$ cat src/hw/rtl/confidence_priority_queue_assert.svh
// Assertion macros for the queue RTL.
`ifndef CONFIDENCE_PRIORITY_QUEUE_ASSERT_SVH
`define CONFIDENCE_PRIORITY_QUEUE_ASSERT_SVH

// Same-cycle implication, checked out of reset.
`define CPQ_ASSERT_IMPLY(lbl, ante, cons, msg) \
    lbl: assert property (@(posedge i_clk) disable iff (!i_rst_n) (ante) |-> (cons)) \
        else $error(msg);

// Next-cycle implication, checked out of reset.
`define CPQ_ASSERT_NEXT(lbl, ante, cons, msg) \
    lbl: assert property (@(posedge i_clk) disable iff (!i_rst_n) (ante) |=> (cons)) \
        else $error(msg);

`endif

$ cat src/hw/rtl/cpq_pkg.sv
`default_nettype none

package cpq_pkg;

    localparam int QUEUE_DEPTH = 16;
    localparam int LIST_MAX    = 16;
    localparam int CNT_W       = $clog2(QUEUE_DEPTH + 1);
    localparam int IDX_W       = $clog2(QUEUE_DEPTH);

    typedef enum logic [2:0] {
        CMD_INSERT = 3'd0,
        CMD_UPDATE = 3'd1,
        CMD_POP    = 3'd2,
        CMD_LIST   = 3'd3,
        CMD_COUNTS = 3'd4
    } t_cmd_code;

    typedef enum logic [1:0] {
        STAT_OK        = 2'd0,
        STAT_FULL      = 2'd1,
        STAT_NOT_FOUND = 2'd2,
        STAT_EMPTY     = 2'd3
    } t_status;

    typedef enum logic [1:0] {
        S_IDLE,
        S_EXEC,
        S_UPD_INS,
        S_LIST
    } t_state;

    typedef enum logic [1:0] {
        CELL_HOLD,
        CELL_INSERT,
        CELL_REMOVE,
        CELL_ROTATE
    } t_cell_op;

    typedef struct packed {
        t_cell_op op;
        logic     match_en;
    } t_cell_ctrl;

    typedef struct packed {
        logic [2:0]  command;
        logic [31:0] case_id;
        logic [31:0] owner_id;
        logic [15:0] confidence;
        logic        pending;
        logic [4:0]  list_limit;
    } t_cmd_in;

    typedef struct packed {
        logic [1:0]  status;
        logic [31:0] case_id_res;
        logic [31:0] owner_id_res;
        logic [15:0] confidence_res;
        logic        pending_res;
        logic [4:0]  total_count;
        logic [4:0]  pending_count;
        logic        last;
    } t_result;

    typedef struct packed {
        logic [31:0] case_id;
        logic [31:0] owner_id;
        logic [15:0] confidence;
        logic        pending;
    } t_rec;

    // Counts are reported in five bits.
    function automatic logic [4:0] cnt5(input logic [CNT_W-1:0] c);
        logic [CNT_W+4:0] t;
        t = (CNT_W + 5)'(c);
        return t[4:0];
    endfunction

endpackage

`default_nettype wire

$ cat src/hw/rtl/cpq_cell.sv
`default_nettype none

module cpq_cell (
    input  wire                  i_clk,
    input  wire                  i_rst_n,
    input  cpq_pkg::t_cell_ctrl  i_ctrl,
    input  cpq_pkg::t_rec        i_new,
    input  cpq_pkg::t_rec        i_left_rec,
    input  wire                  i_left_valid,
    input  wire                  i_left_keep,
    input  cpq_pkg::t_rec        i_right_rec,
    input  wire                  i_right_valid,
    input  wire                  i_hit_in,
    output cpq_pkg::t_rec        o_rec,
    output logic                 o_valid,
    output logic                 o_keep,
    output logic                 o_hit,
    output logic                 o_taken_pend
);
    import cpq_pkg::*;

    t_rec r_rec, n_rec;
    logic r_valid, n_valid;
    logic w_match;
    logic w_shift;

    // Entries of equal confidence stay ahead of a new arrival.
    assign o_keep  = r_valid && (r_rec.confidence >= i_new.confidence);
    assign w_match = i_ctrl.match_en && r_valid && (r_rec.case_id == i_new.case_id);
    assign w_shift = i_hit_in | w_match;
    assign o_hit   = w_shift;
    assign o_taken_pend = w_match & ~i_hit_in & r_rec.pending;
    assign o_rec   = r_rec;
    assign o_valid = r_valid;

    always_comb begin
        n_rec   = r_rec;
        n_valid = r_valid;
        case (i_ctrl.op)
            CELL_INSERT: begin
                if (!o_keep) begin
                    if (i_left_keep) begin
                        n_rec   = i_new;
                        n_valid = 1'b1;
                    end else begin
                        n_rec   = i_left_rec;
                        n_valid = i_left_valid;
                    end
                end
            end
            CELL_REMOVE: begin
                // Close the gap from the first hit onward.
                if (w_shift) begin
                    n_rec   = i_right_rec;
                    n_valid = i_right_valid;
                end
            end
            CELL_ROTATE: begin
                n_rec   = i_right_rec;
                n_valid = i_right_valid;
            end
            default: begin
            end
        endcase
    end

    always_ff @(posedge i_clk) begin
        if (!i_rst_n) begin
            r_valid <= 1'b0;
        end else begin
            r_valid <= n_valid;
        end
    end

    always_ff @(posedge i_clk) begin
        r_rec <= n_rec;
    end

endmodule

`default_nettype wire

$ cat src/hw/rtl/confidence_priority_queue.sv
// Channel   Handshake              Payload
// command   start, busy (input)    i_cmd   (t_cmd_in)
// result    o_valid strobe         o_result (t_result)
//
// A command is taken when start is high and busy is low.
// Insert, pop, counts, an empty list and an update that misses its id return their
// result from the S_EXEC state; an update that finds its id returns it from S_UPD_INS.
// List keeps busy while the cell row rotates one slot per cycle through a full turn
// and cell 0 streams out one entry per cycle, front first, up to the list limit.
// Each result is flagged by o_valid for one cycle only; the receiver cannot stall.
// Reset is synchronous, active low, and empties the queue.
`default_nettype none

module confidence_priority_queue (
    input  wire               i_clk,
    input  wire               i_rst_n,
    input  wire               start,
    output logic              busy,
    input  cpq_pkg::t_cmd_in  i_cmd,
    output logic              o_valid,
    output cpq_pkg::t_result  o_result
);
    import cpq_pkg::*;

    localparam int LW = IDX_W + 5;
    localparam int CW = CNT_W + 5;

    t_state             r_state, n_state;
    t_cmd_in            r_req;
    t_rec               w_new;
    logic [CNT_W-1:0]   r_count, n_count;
    logic [CNT_W-1:0]   r_pcount, n_pcount;
    logic [IDX_W-1:0]   r_idx, n_idx;
    logic [4:0]         r_n, n_n;
    logic               r_out_valid, n_out_valid;
    t_result            r_out, n_out;

    t_cell_ctrl         w_ctrl;
    logic               w_pop_front;
    t_rec               w_rec      [QUEUE_DEPTH];
    logic [QUEUE_DEPTH-1:0] w_valid;
    logic [QUEUE_DEPTH-1:0] w_keep;
    logic [QUEUE_DEPTH-1:0] w_hit;
    logic [QUEUE_DEPTH-1:0] w_taken_pend;
    t_rec               w_tail_rec;
    logic               w_tail_valid;
    logic               w_found;
    logic               w_full;
    logic [4:0]         w_lim;
    logic [4:0]         w_list_n;

    assign w_new = '{case_id:    r_req.case_id,
                     owner_id:   r_req.owner_id,
                     confidence: r_req.confidence,
                     pending:    r_req.pending};

    // Rotation wraps cell 0 to the tail; removal feeds an empty slot.
    assign w_tail_rec   = w_rec[0];
    assign w_tail_valid = (w_ctrl.op == CELL_ROTATE) ? w_valid[0] : 1'b0;

    genvar g;
    generate
        for (g = 0; g < QUEUE_DEPTH; g++) begin : g_cell
            cpq_cell u_cell (
                .i_clk         (i_clk),
                .i_rst_n       (i_rst_n),
                .i_ctrl        (w_ctrl),
                .i_new         (w_new),
                .i_left_rec    ((g == 0) ? w_new : w_rec[(g == 0) ? 0 : g - 1]),
                .i_left_valid  ((g == 0) ? 1'b1 : w_valid[(g == 0) ? 0 : g - 1]),
                .i_left_keep   ((g == 0) ? 1'b1 : w_keep[(g == 0) ? 0 : g - 1]),
                .i_right_rec   ((g == QUEUE_DEPTH - 1) ? w_tail_rec
                                : w_rec[(g == QUEUE_DEPTH - 1) ? g : g + 1]),
                .i_right_valid ((g == QUEUE_DEPTH - 1) ? w_tail_valid
                                : w_valid[(g == QUEUE_DEPTH - 1) ? g : g + 1]),
                .i_hit_in      ((g == 0) ? w_pop_front : w_hit[(g == 0) ? 0 : g - 1]),
                .o_rec         (w_rec[g]),
                .o_valid       (w_valid[g]),
                .o_keep        (w_keep[g]),
                .o_hit         (w_hit[g]),
                .o_taken_pend  (w_taken_pend[g])
            );
        end
    endgenerate

    assign w_found = w_hit[QUEUE_DEPTH-1];
    assign w_full  = (r_count == CNT_W'(QUEUE_DEPTH));
    assign w_lim   = (r_req.list_limit > 5'(LIST_MAX)) ? 5'(LIST_MAX) : r_req.list_limit;
    assign w_list_n = (CW'(r_count) < CW'(w_lim)) ? cnt5(r_count) : w_lim;

    assign busy = (r_state != S_IDLE);

    always_comb begin
        n_state = r_state;
        case (r_state)
            S_IDLE: begin
                if (start) begin
                    n_state = S_EXEC;
                end
            end
            S_EXEC: begin
                n_state = S_IDLE;
                if (r_req.command == CMD_UPDATE && w_found) begin
                    n_state = S_UPD_INS;
                end else if (r_req.command == CMD_LIST && w_list_n != 5'd0) begin
                    n_state = S_LIST;
                end
            end
            S_UPD_INS: begin
                n_state = S_IDLE;
            end
            S_LIST: begin
                if (r_idx == IDX_W'(QUEUE_DEPTH - 1)) begin
                    n_state = S_IDLE;
                end
            end
            default: begin
                n_state = S_IDLE;
            end
        endcase
    end

    always_comb begin
        w_ctrl      = '{op: CELL_HOLD, match_en: 1'b0};
        w_pop_front = 1'b0;
        n_count     = r_count;
        n_pcount    = r_pcount;
        n_idx       = r_idx;
        n_n         = r_n;
        n_out_valid = 1'b0;
        n_out       = r_out;
        case (r_state)
            S_EXEC: begin
                n_out_valid = 1'b1;
                n_out       = '0;
                n_out.last  = 1'b1;
                case (r_req.command)
                    CMD_INSERT: begin
                        if (!w_full) begin
                            w_ctrl.op = CELL_INSERT;
                            n_count   = r_count + CNT_W'(1);
                            n_pcount  = r_pcount + CNT_W'(r_req.pending);
                        end
                        n_out.status         = w_full ? STAT_FULL : STAT_OK;
                        n_out.case_id_res    = r_req.case_id;
                        n_out.owner_id_res   = r_req.owner_id;
                        n_out.confidence_res = r_req.confidence;
                        n_out.pending_res    = r_req.pending;
                    end
                    CMD_UPDATE: begin
                        // Drop the first match now; re-insert next cycle.
                        w_ctrl = '{op: CELL_REMOVE, match_en: 1'b1};
                        if (w_found) begin
                            n_out_valid = 1'b0;
                            n_count     = r_count - CNT_W'(1);
                            n_pcount    = r_pcount - CNT_W'(|w_taken_pend);
                        end else begin
                            n_out.status = STAT_NOT_FOUND;
                        end
                    end
                    CMD_POP: begin
                        if (r_count == '0) begin
                            n_out.status = STAT_EMPTY;
                        end else begin
                            w_ctrl.op            = CELL_REMOVE;
                            w_pop_front          = 1'b1;
                            n_count              = r_count - CNT_W'(1);
                            n_pcount             = r_pcount - CNT_W'(w_rec[0].pending);
                            n_out.case_id_res    = w_rec[0].case_id;
                            n_out.owner_id_res   = w_rec[0].owner_id;
                            n_out.confidence_res = w_rec[0].confidence;
                            n_out.pending_res    = w_rec[0].pending;
                        end
                    end
                    CMD_LIST: begin
                        if (w_list_n == 5'd0) begin
                            n_out.status = (r_count == '0) ? STAT_EMPTY : STAT_OK;
                        end else begin
                            n_out_valid = 1'b0;
                            n_idx       = '0;
                            n_n         = w_list_n;
                        end
                    end
                    default: begin
                    end
                endcase
                n_out.total_count   = cnt5(n_count);
                n_out.pending_count = cnt5(n_pcount);
            end
            S_UPD_INS: begin
                w_ctrl.op   = CELL_INSERT;
                n_count     = r_count + CNT_W'(1);
                n_pcount    = r_pcount + CNT_W'(r_req.pending);
                n_out_valid = 1'b1;
                n_out       = '{status:         STAT_OK,
                                case_id_res:    r_req.case_id,
                                owner_id_res:   r_req.owner_id,
                                confidence_res: r_req.confidence,
                                pending_res:    r_req.pending,
                                total_count:    cnt5(n_count),
                                pending_count:  cnt5(n_pcount),
                                last:           1'b1};
            end
            S_LIST: begin
                // Stream cell 0 while rotating; finish the turn silently.
                w_ctrl.op = CELL_ROTATE;
                n_idx     = r_idx + IDX_W'(1);
                if (LW'(r_idx) < LW'(r_n)) begin
                    n_out_valid = 1'b1;
                    n_out       = '{status:         STAT_OK,
                                    case_id_res:    w_rec[0].case_id,
                                    owner_id_res:   w_rec[0].owner_id,
                                    confidence_res: w_rec[0].confidence,
                                    pending_res:    w_rec[0].pending,
                                    total_count:    cnt5(r_count),
                                    pending_count:  cnt5(r_pcount),
                                    last:           (LW'(r_idx) + LW'(1)) == LW'(r_n)};
                end
            end
            default: begin
            end
        endcase
    end

    always_ff @(posedge i_clk) begin
        if (!i_rst_n) begin
            r_state     <= S_IDLE;
            r_count     <= '0;
            r_pcount    <= '0;
            r_idx       <= '0;
            r_n         <= '0;
            r_out_valid <= 1'b0;
        end else begin
            r_state     <= n_state;
            r_count     <= n_count;
            r_pcount    <= n_pcount;
            r_idx       <= n_idx;
            r_n         <= n_n;
            r_out_valid <= n_out_valid;
        end
    end

    always_ff @(posedge i_clk) begin
        r_out <= n_out;
        if (start && !busy) begin
            r_req <= i_cmd;
        end
    end

    assign o_valid  = r_out_valid;
    assign o_result = r_out;

`include "confidence_priority_queue_assert.svh"

    `CPQ_ASSERT_IMPLY(a_count_bound, 1'b1, r_count <= CNT_W'(QUEUE_DEPTH), "count overflow")
    `CPQ_ASSERT_IMPLY(a_pend_bound, 1'b1, r_pcount <= r_count, "pending exceeds held count")
    `CPQ_ASSERT_IMPLY(a_cells_match, r_state != S_LIST, $countones(w_valid) == int'(r_count), "cell occupancy disagrees with count")
    `CPQ_ASSERT_NEXT(a_accept_busy, start && !busy, busy, "accepted transaction did not raise busy")

endmodule

`default_nettype wire
$ cat config.mk
export PLATFORM = sky130hd
export DESIGN_NAME = confidence_priority_queue
export DESIGN_NICKNAME = d
export VERILOG_FILES = /design/src/hw/rtl/cpq_pkg.sv /design/src/hw/rtl/cpq_cell.sv /design/src/hw/rtl/confidence_priority_queue.sv
export VERILOG_INCLUDE_DIRS = /design/src /design/src/hw/rtl
export SDC_FILE = /design/constraint.sdc
export NUM_CORES = 2
export LEC_CHECK = 0
export CORE_UTILIZATION = 60
export CTS_BUF_LIST = sky130_fd_sc_hd__clkbuf_2
export CTS_CLUSTER_SIZE = 40
export DETAILED_ROUTE_END_ITERATION = 6
export DONT_BUFFER_PORTS = 1
export PLACE_DENSITY = 0.76
export SKIP_LAST_GASP = 1
export SLEW_MARGIN = 20
export SYNTH_ARGS = -nofsm -noshare
export SYNTH_HDL_FRONTEND = slang
export SYNTH_SLANG_ARGS = --single-unit
$ cat constraint.sdc
create_clock -name i_clk -period 13.1 [get_ports i_clk]
set_input_delay 0.655 -clock i_clk [delete_from_list [all_inputs] [get_ports i_clk]]
set_output_delay 0.655 -clock i_clk [all_outputs]
set_load 0.02 [all_outputs]
==> Word level (Yosys, flattened, before mapping) <==
Cells that the tools add are included.
{ "classes": {"eq_ne": 65, "n_mux": 170, "n_lt_le_gt_ge": 19, "add_sub_neg": 7, "bitwise_logic": 65, "n_reduce_logical": 83} }
{ "op_table": {"columns": ["op", "count"], "rows": [
  ["$mux W81", 48],
  ["$pmux W81 S3", 16],
  ["$eq A32 B32 Y1", 16],
  ["$pmux W94 S3", 1],
  ["$ge A16 B16 Y1", 16],
  ["$pmux W81 S2", 1],
  ["$mux W94", 1],
  ["$mux W1", 58],
  ["$reduce_and A3 Y1", 18],
  ["$logic_and A1 B1 Y1", 51],
  ["$pmux W1 S3", 17],
  ["$ne A2 B2 Y1 const B", 22],
  ["$mux W5", 8],
  ["$and A1 B1 Y1", 32],
  ["$ne A2 B1 Y1 const B", 15],
  ["$pmux W5 S3", 2],
  ["$pmux W5 S2", 2],
  ["$not A1 Y1", 17],
  ["$mux W2", 8],
  ["$or A1 B1 Y1", 16],
  ["$pmux W2 S4", 2],
  ["$reduce_or A16 Y1", 1],
  ["$pmux W2 S3", 2],
  ["$logic_not A5 Y1", 2],
  ["26 further kinds", 37]
]} }
{ "word_totals": {"output_inout_bits": 96, "input_bits": 92, "word_cells": 509, "regBits": 1517} }

==> Logic depth before layout (Yosys ltp) <==
{ "depth": {"word_depth": 28, "ltp_mapped": 21, "mapped_depth_nobuf": 19} }

==> By module <==
From an unflattened synthesis, not the netlist that was laid out.
{ "unflattened": {"cells_unflattened": 8331, "hier_area_um2": 88751.4} }
{ "by_module_without_submodules": {"columns": ["mod", "seq_area_each_um2", "area_per_inst_um2", "cells_each", "n_inst"], "rows": [
  ["cpq_cell (g_cell[12].u_cell ...)", 2452.4, 4992.3, 481, 13],
  ["cpq_cell (g_cell[0].u_cell ...)", 2452.4, 5017.3, 481, 3],
  ["confidence_priority_queue", 5935.7, 8799.7, 635, 1]
]} }

==> Least setup slack after synthesis <==
Ideal clock, no wire load.
{ "synth_timing": {"kind": "reg-to-reg", "startpoint": "reg r_req[7] (netlist name)", "endpoint": "reg g_cell[2].u_cell.r_valid", "n_path_buf": 0, "period_less_slack_ns": 8.651, "arrival_ns": 8.276, "setup_time_ns": 0.375, "slack_ns": 4.449, "required_time_ns": 12.725, "path_stages_with_launch": 12, "path_cell_list": "edfxtp_1 > inv_1 > ha_1 > a21o_1 > a21o_1 > a21o_1 > a21o_1 > a2111oi_0 > o21ai_0 > o21a_1 > nor3_1 > mux2i_1"} }
{ "synth_via": {"elab_chain_len": 5, "elab_cells_between_ends": 9, "cone_classes": "2 x order compare; 1 x eq/ne; 3 x mux; 3 x reduce/logical"} }
{ "synth_rtl": {"columns": ["element", "line_no", "text"], "rows": [
  ["start, declared", "confidence_priority_queue.sv:29", "t_cmd_in r_req;"],
  ["start signal, assigned", "confidence_priority_queue.sv:246", "r_req <= i_cmd;"],
  ["$ge A16 B16 Y1", "cpq_cell.sv:28", "assign o_keep = r_valid && (r_rec.confidence >= i_new.confidence);"],
  ["$logic_and A1 B1 Y1", "cpq_cell.sv:28", null],
  ["$mux W1", "cpq_cell.sv:42", "if (i_left_keep) begin"],
  ["$mux W1", "cpq_cell.sv:41", "if (!o_keep) begin"],
  ["$pmux W1 S3", "cpq_cell.sv:39", "case (i_ctrl.op)"],
  ["end signal, assigned", "cpq_cell.sv:71", "r_valid <= n_valid;"],
  ["end, declared", "cpq_cell.sv:23", "logic r_valid, n_valid;"]
]} }
Several ways; a longest one is shown, not always the timed one. The select of a mux whose other input is x is not followed.
A chain may end at the register's enable or synchronous reset.

==> Final worst setup path <==
{ "layout_timing": {"startpoint": "reg r_req[64] (netlist name)", "endpoint": "reg g_cell[15].u_cell.r_rec (netlist bit g_cell[15].u_cell.o_rec[26]) (enable)"} }
{ "layout_via": {"elab_chain_len": 20, "elab_cells_between_ends": 50, "cone_classes": "17 x eq/ne; 16 x bitwise; 17 x reduce/logical"} }
{ "layout_rtl": {"columns": ["element", "line_no", "text"], "rows": [
  ["$eq A32 B32 Y1", "cpq_cell.sv:29", "assign w_match = i_ctrl.match_en && r_valid && (r_rec.case_id == i_new.case_id);"],
  ["$logic_and A1 B1 Y1", "cpq_cell.sv:29", null],
  ["$or A1 B1 Y1 (15 in a row)", "cpq_cell.sv:30", "assign w_shift = i_hit_in | w_match;"],
  ["$or A1 B1 Y1 *", "cpq_cell.sv:30", null],
  ["$ne A2 B2 Y1 (no source line) *", null, null],
  ["$reduce_and A3 Y1 (no source line) *", null, null],
  ["end signal, assigned", "cpq_cell.sv:76", "r_rec <= n_rec;"],
  ["end, declared", "cpq_cell.sv:22", "t_rec r_rec, n_rec;"]
]} }
Mark *: on every way between the ends. The rest lies on a longest branch, timed or not.

==> reports/metrics.yaml <==
cells_and_area:
  final_layout_size_suffix_gt1_share_pct: 9.50
  final_cell_count_no_fill: 10545
  final_nets: 8714
  synthToLayoutAreaGrowth_pct: 8.11
  final_util_pct: 65.5
  finish.instance_area_mm2: 0.0944
  layout_fillers: 11278
logic_synthesis:
  synth-async-reset-ratio_pct: 0
  synth_seq_area_share_pct: 51.8
  avgSynthCellArea_um2: 10.6
  yosys_register_bits: 1517
  top_count_cell_post_synth: "sky130_fd_sc_hd__nand2_1"
  synth_cell_types: 81
  syn_inst: 8233
  synth_enable_flop_cells: 1479
  synth_flop_cell: "sky130_fd_sc_hd__edfxtp_1"
  mappedNetlistArea_mm2: 0.0873
  synth.area.top_cells: "sky130_fd_sc_hd__edfxtp_1 51%, sky130_fd_sc_hd__mux2i_1 13%, sky130_fd_sc_hd__o21ai_0 6.9%, sky130_fd_sc_hd__nand2_1 6.6%, sky130_fd_sc_hd__ha_1 4.0%"
  post-synth-top-area-cell: "sky130_fd_sc_hd__edfxtp_1"
  ys_top_cells_by_count: "1,525 x sky130_fd_sc_hd__nand2_1, 1,479 x sky130_fd_sc_hd__edfxtp_1, 1,206 x sky130_fd_sc_hd__o21ai_0"
  yosys_warnings: 0
  synth.net_count: 8603
  synth_top_cell_area_share_pct: 50.9
clocking:
  tritoncts_clock_tree: "yes"
  worstSkewPairLatency_ps: 2030
  cts.path.max_buffers: 4
  cts_repair_resize_count: 0
  cts_hold_buffers: 267
  tritoncts.num_buffers: 408
  cts_setup_buffers: 0
  cts_root_buf: "sky130_fd_sc_hd__clkbuf_2"
  ctsHtreeMaxLevel: 5
  cts.clk_slew.worst_paths_ps: 100
  clock-sinks: 1517
timing:
  count_of_final_setup_violators: 0
  timing.final.crit_period_ps: 6450
  slew_viol_final: 0
  max_slew_margin_pct: 13.5
  post-route-period-util_pct: 49.3
  timing.clock.skew_ps: 353
  setup_repair_after_global_routing_missed_its_margin: "no"
  finalHoldViolCount: 0
  max_freq_mhz: 155
  whs_ps: 162
  finalWorstSetupSlack_ps: 6650
  tightest_slew_ps: 1300
  fin_setup_tns_ps: 0
setup_path:
  crit_path_start_kind: "register"
  worst_r2r_startpoint: "r_req[64]$_DFFE_PP_"
  worst-r2r-setup-slack_ps: 6650
  crit_path_cell_trace: "buf_4 > xor2_1 > nor4_1 > nand3_1 > nor3_1 > and4bb_2 > nand3_1 > nor2_1 > o21a_1 > nor2_4 > buf_4 > buf_4"
  endpoint_kind: "register"
  timing.critical_path.mode_cell: "sky130_fd_sc_hd__buf_4"
  cp.required_ps: 14500
  crit-reg2reg-capture: "g_cell[15].u_cell.o_rec[26]$_DFFE_PP_"
  arrival_ps: 7850
  ff2ff_path_depth: 12
  criticalPathCategory: "register to register"
  crit_slowest_cell: "sky130_fd_sc_hd__buf_4"
  critical_path.max_stage_delay_ps: 870
  crit_path_max_fanout: 42
placed_design:
  routability_congestion: 0.988
  numPortBuffers: 0
  postPlaceCellArea_mm2: 0.0881
  placement.setup.worst_slack_ps: 6950
  post-place-cells: 9568
  dp.final_hpwl_um: 182000
grt:
  grt.total_usage_pct: 39.4
  grt_start_max_net_pins: 294
  first_global_vias: 67113
  grt_antenna_before_repair: 4
  first_pass_grt_wire_length_um: 432000
  grt.overflow.total: 0
worst_hold_path:
  hold_start: "i_cmd[87]"
  timing.hold.worst_path_depth: 2
  min_path_type: "primary input to register"
  min_to: "r_req[87]$_DFFE_PP_"
floorplanning:
  dieHeight_um: 383
  width_of_the_chip_um: 383
  row_count: 139
  floorplan_core_area_mm2: 0.144
  initial_utilization_pct: 60.6
  pin_count: 188
  die-area_mm2: 0.147
power:
  finalPower_mw: 9.98
  p_per_area_mw_per_mm2: 106
  worst_ir_drop_vdd_mv: 0.0861
  leakagePower_nw: 37.6
route:
  antenna_left: 0
  drtIter0Drc: 9954
  post_drt_wl_per_cell_um: 28.0
  dr_total_vias: 69278
  drt-vias-per-instance: 6.57
  drcViolationCount: 35
  detailedRoute.firstPassIterationCount: 7
  routed_wirelength_um: 295000
status:
  failing_checks: "DRC"
  run_status: "finished with violations"
job:
  timing.max_cap.violations: 0
==> power breakdown <==
group          leakage (nW)  switching [mW]  internal, mW
Sequential             13.7           0.164          5.42
Combinational          21.1           0.649         0.342
Clock                  2.75            2.10          1.31
Total                  37.6            2.91          7.07
==> worst max-delay path by stage <==
stage          depth (start not counted)                               endpoint  slack, ps                start
3_5_place_dp                          10  g_cell[15].u_cell.o_rec[30]$_DFFE_PP_       6950  r_req[87]$_DFFE_PP_
6_report                              12  g_cell[15].u_cell.o_rec[26]$_DFFE_PP_       6650  r_req[64]$_DFFE_PP_
4_1_cts                               10  g_cell[15].u_cell.o_rec[43]$_DFFE_PP_       7050  r_req[87]$_DFFE_PP_
2_1_floorplan                         11  g_cell[2].u_cell.o_valid$_SDFFE_PN0P_       4450   r_req[7]$_DFFE_PP_
5_1_grt                               13   g_cell[6].u_cell.o_rec[53]$_DFFE_PP_       6830   r_req[7]$_DFFE_PP_
3_3_place_gp                          10  g_cell[15].u_cell.o_rec[30]$_DFFE_PP_       7040  r_req[87]$_DFFE_PP_
==> cells in the final DEF, fill, tap and decap left out, types with 9 or more instances in the layout <==
| cell type | n |
|---|---|
| sky130_fd_sc_hd__o211ai_1 | 11 |
| sky130_fd_sc_hd__mux2i_1 | 1110 |
| sky130_fd_sc_hd__inv_1 | 68 |
| sky130_fd_sc_hd__buf_4 | 121 |
| sky130_fd_sc_hd__dlygate4sd3_1 | 267 |
| sky130_fd_sc_hd__nand3_1 | 69 |
| sky130_fd_sc_hd__o21a_1 | 22 |
| sky130_fd_sc_hd__a21oi_1 | 287 |
| sky130_fd_sc_hd__dfxtp_1 | 38 |
| sky130_fd_sc_hd__clkinv_1 | 74 |
| sky130_fd_sc_hd__clkinv_2 | 14 |
| sky130_fd_sc_hd__and3_1 | 15 |
| sky130_fd_sc_hd__nor3_1 | 46 |
| sky130_fd_sc_hd__o21ai_1 | 9 |
| sky130_fd_sc_hd__or3_1 | 9 |
| sky130_fd_sc_hd__clkbuf_2 | 597 |
| sky130_fd_sc_hd__a211oi_1 | 24 |
| sky130_fd_sc_hd__a21o_1 | 95 |
| sky130_fd_sc_hd__diode_2 | 12 |
| sky130_fd_sc_hd__ha_1 | 278 |
| sky130_fd_sc_hd__nor2_1 | 208 |
| sky130_fd_sc_hd__nand2b_1 | 45 |
| sky130_fd_sc_hd__buf_12 | 9 |
| sky130_fd_sc_hd__or4_1 | 9 |
| sky130_fd_sc_hd__nand4_1 | 117 |
| sky130_fd_sc_hd__a31oi_1 | 9 |
| sky130_fd_sc_hd__xor2_1 | 202 |
| sky130_fd_sc_hd__edfxtp_1 | 1479 |
| sky130_fd_sc_hd__nand2_1 | 1521 |
| sky130_fd_sc_hd__nor4_1 | 80 |
| sky130_fd_sc_hd__a22o_1 | 82 |
| sky130_fd_sc_hd__o21ai_0 | 1204 |
| sky130_fd_sc_hd__xnor2_1 | 312 |
| sky130_fd_sc_hd__nor2b_1 | 23 |
==> per-layer routing <==
layer | up-vias | wire length [µm] | track usage, %
met5 | - | 0 | 0
met3 | 903 | 37400 | 9.55
met1 | 33199 | 112000 | 53.1
met4 | 0 | 16700 | 20.8
met2 | 4897 | 129000 | 59.1
li1 | 30279 | - | -
==> sequential cells by signal, indices dropped and copies added (netlist names), 4 cells and up <==
register and flops:
r_idx 4, r_req 89, g_cell.u_cell.o_rec 1296, g_cell.u_cell.o_valid 16, r_n 5, o_result 94, r_count 5, r_pcount 5
==> worst max-delay path: cells and delay by family, from the launching register on <==
kind | cells | cell delay (ps)
AND/OR/NAND/NOR | 7 | 2900
buffers and inverters | 3 | 1950
flip-flops | 1 | 360
AO/OA/AOI/OAI | 1 | 290
XOR/XNOR | 1 | 150
==> layout make-up <==
class	instances	area, µm²	share of cell area [%]
clock buffers	597	2990	3.17
diodes	12	30.0	0.0318
repair buffers	400	3830	4.06
flip-flops and latches	1517	45200	47.9
multi-input cells	5947	39200	41.5
well taps	1903	2380	2.52
clock inverters	99	526	0.557
inverters	70	265	0.281
==> cells by family after synthesis <==
group / count (synthesis) / share of synthesized area, %
simple gates: 2195 / 10.7
xor+xnor: 514 / 5.16
mux: 1112 / 12.8
fa+ha+maj: 278 / 3.98
compound gates: 1848 / 11.8
buf+inv: 769 / 3.81
flops: 1517 / 51.8
(Power assumes the default switching activity.)
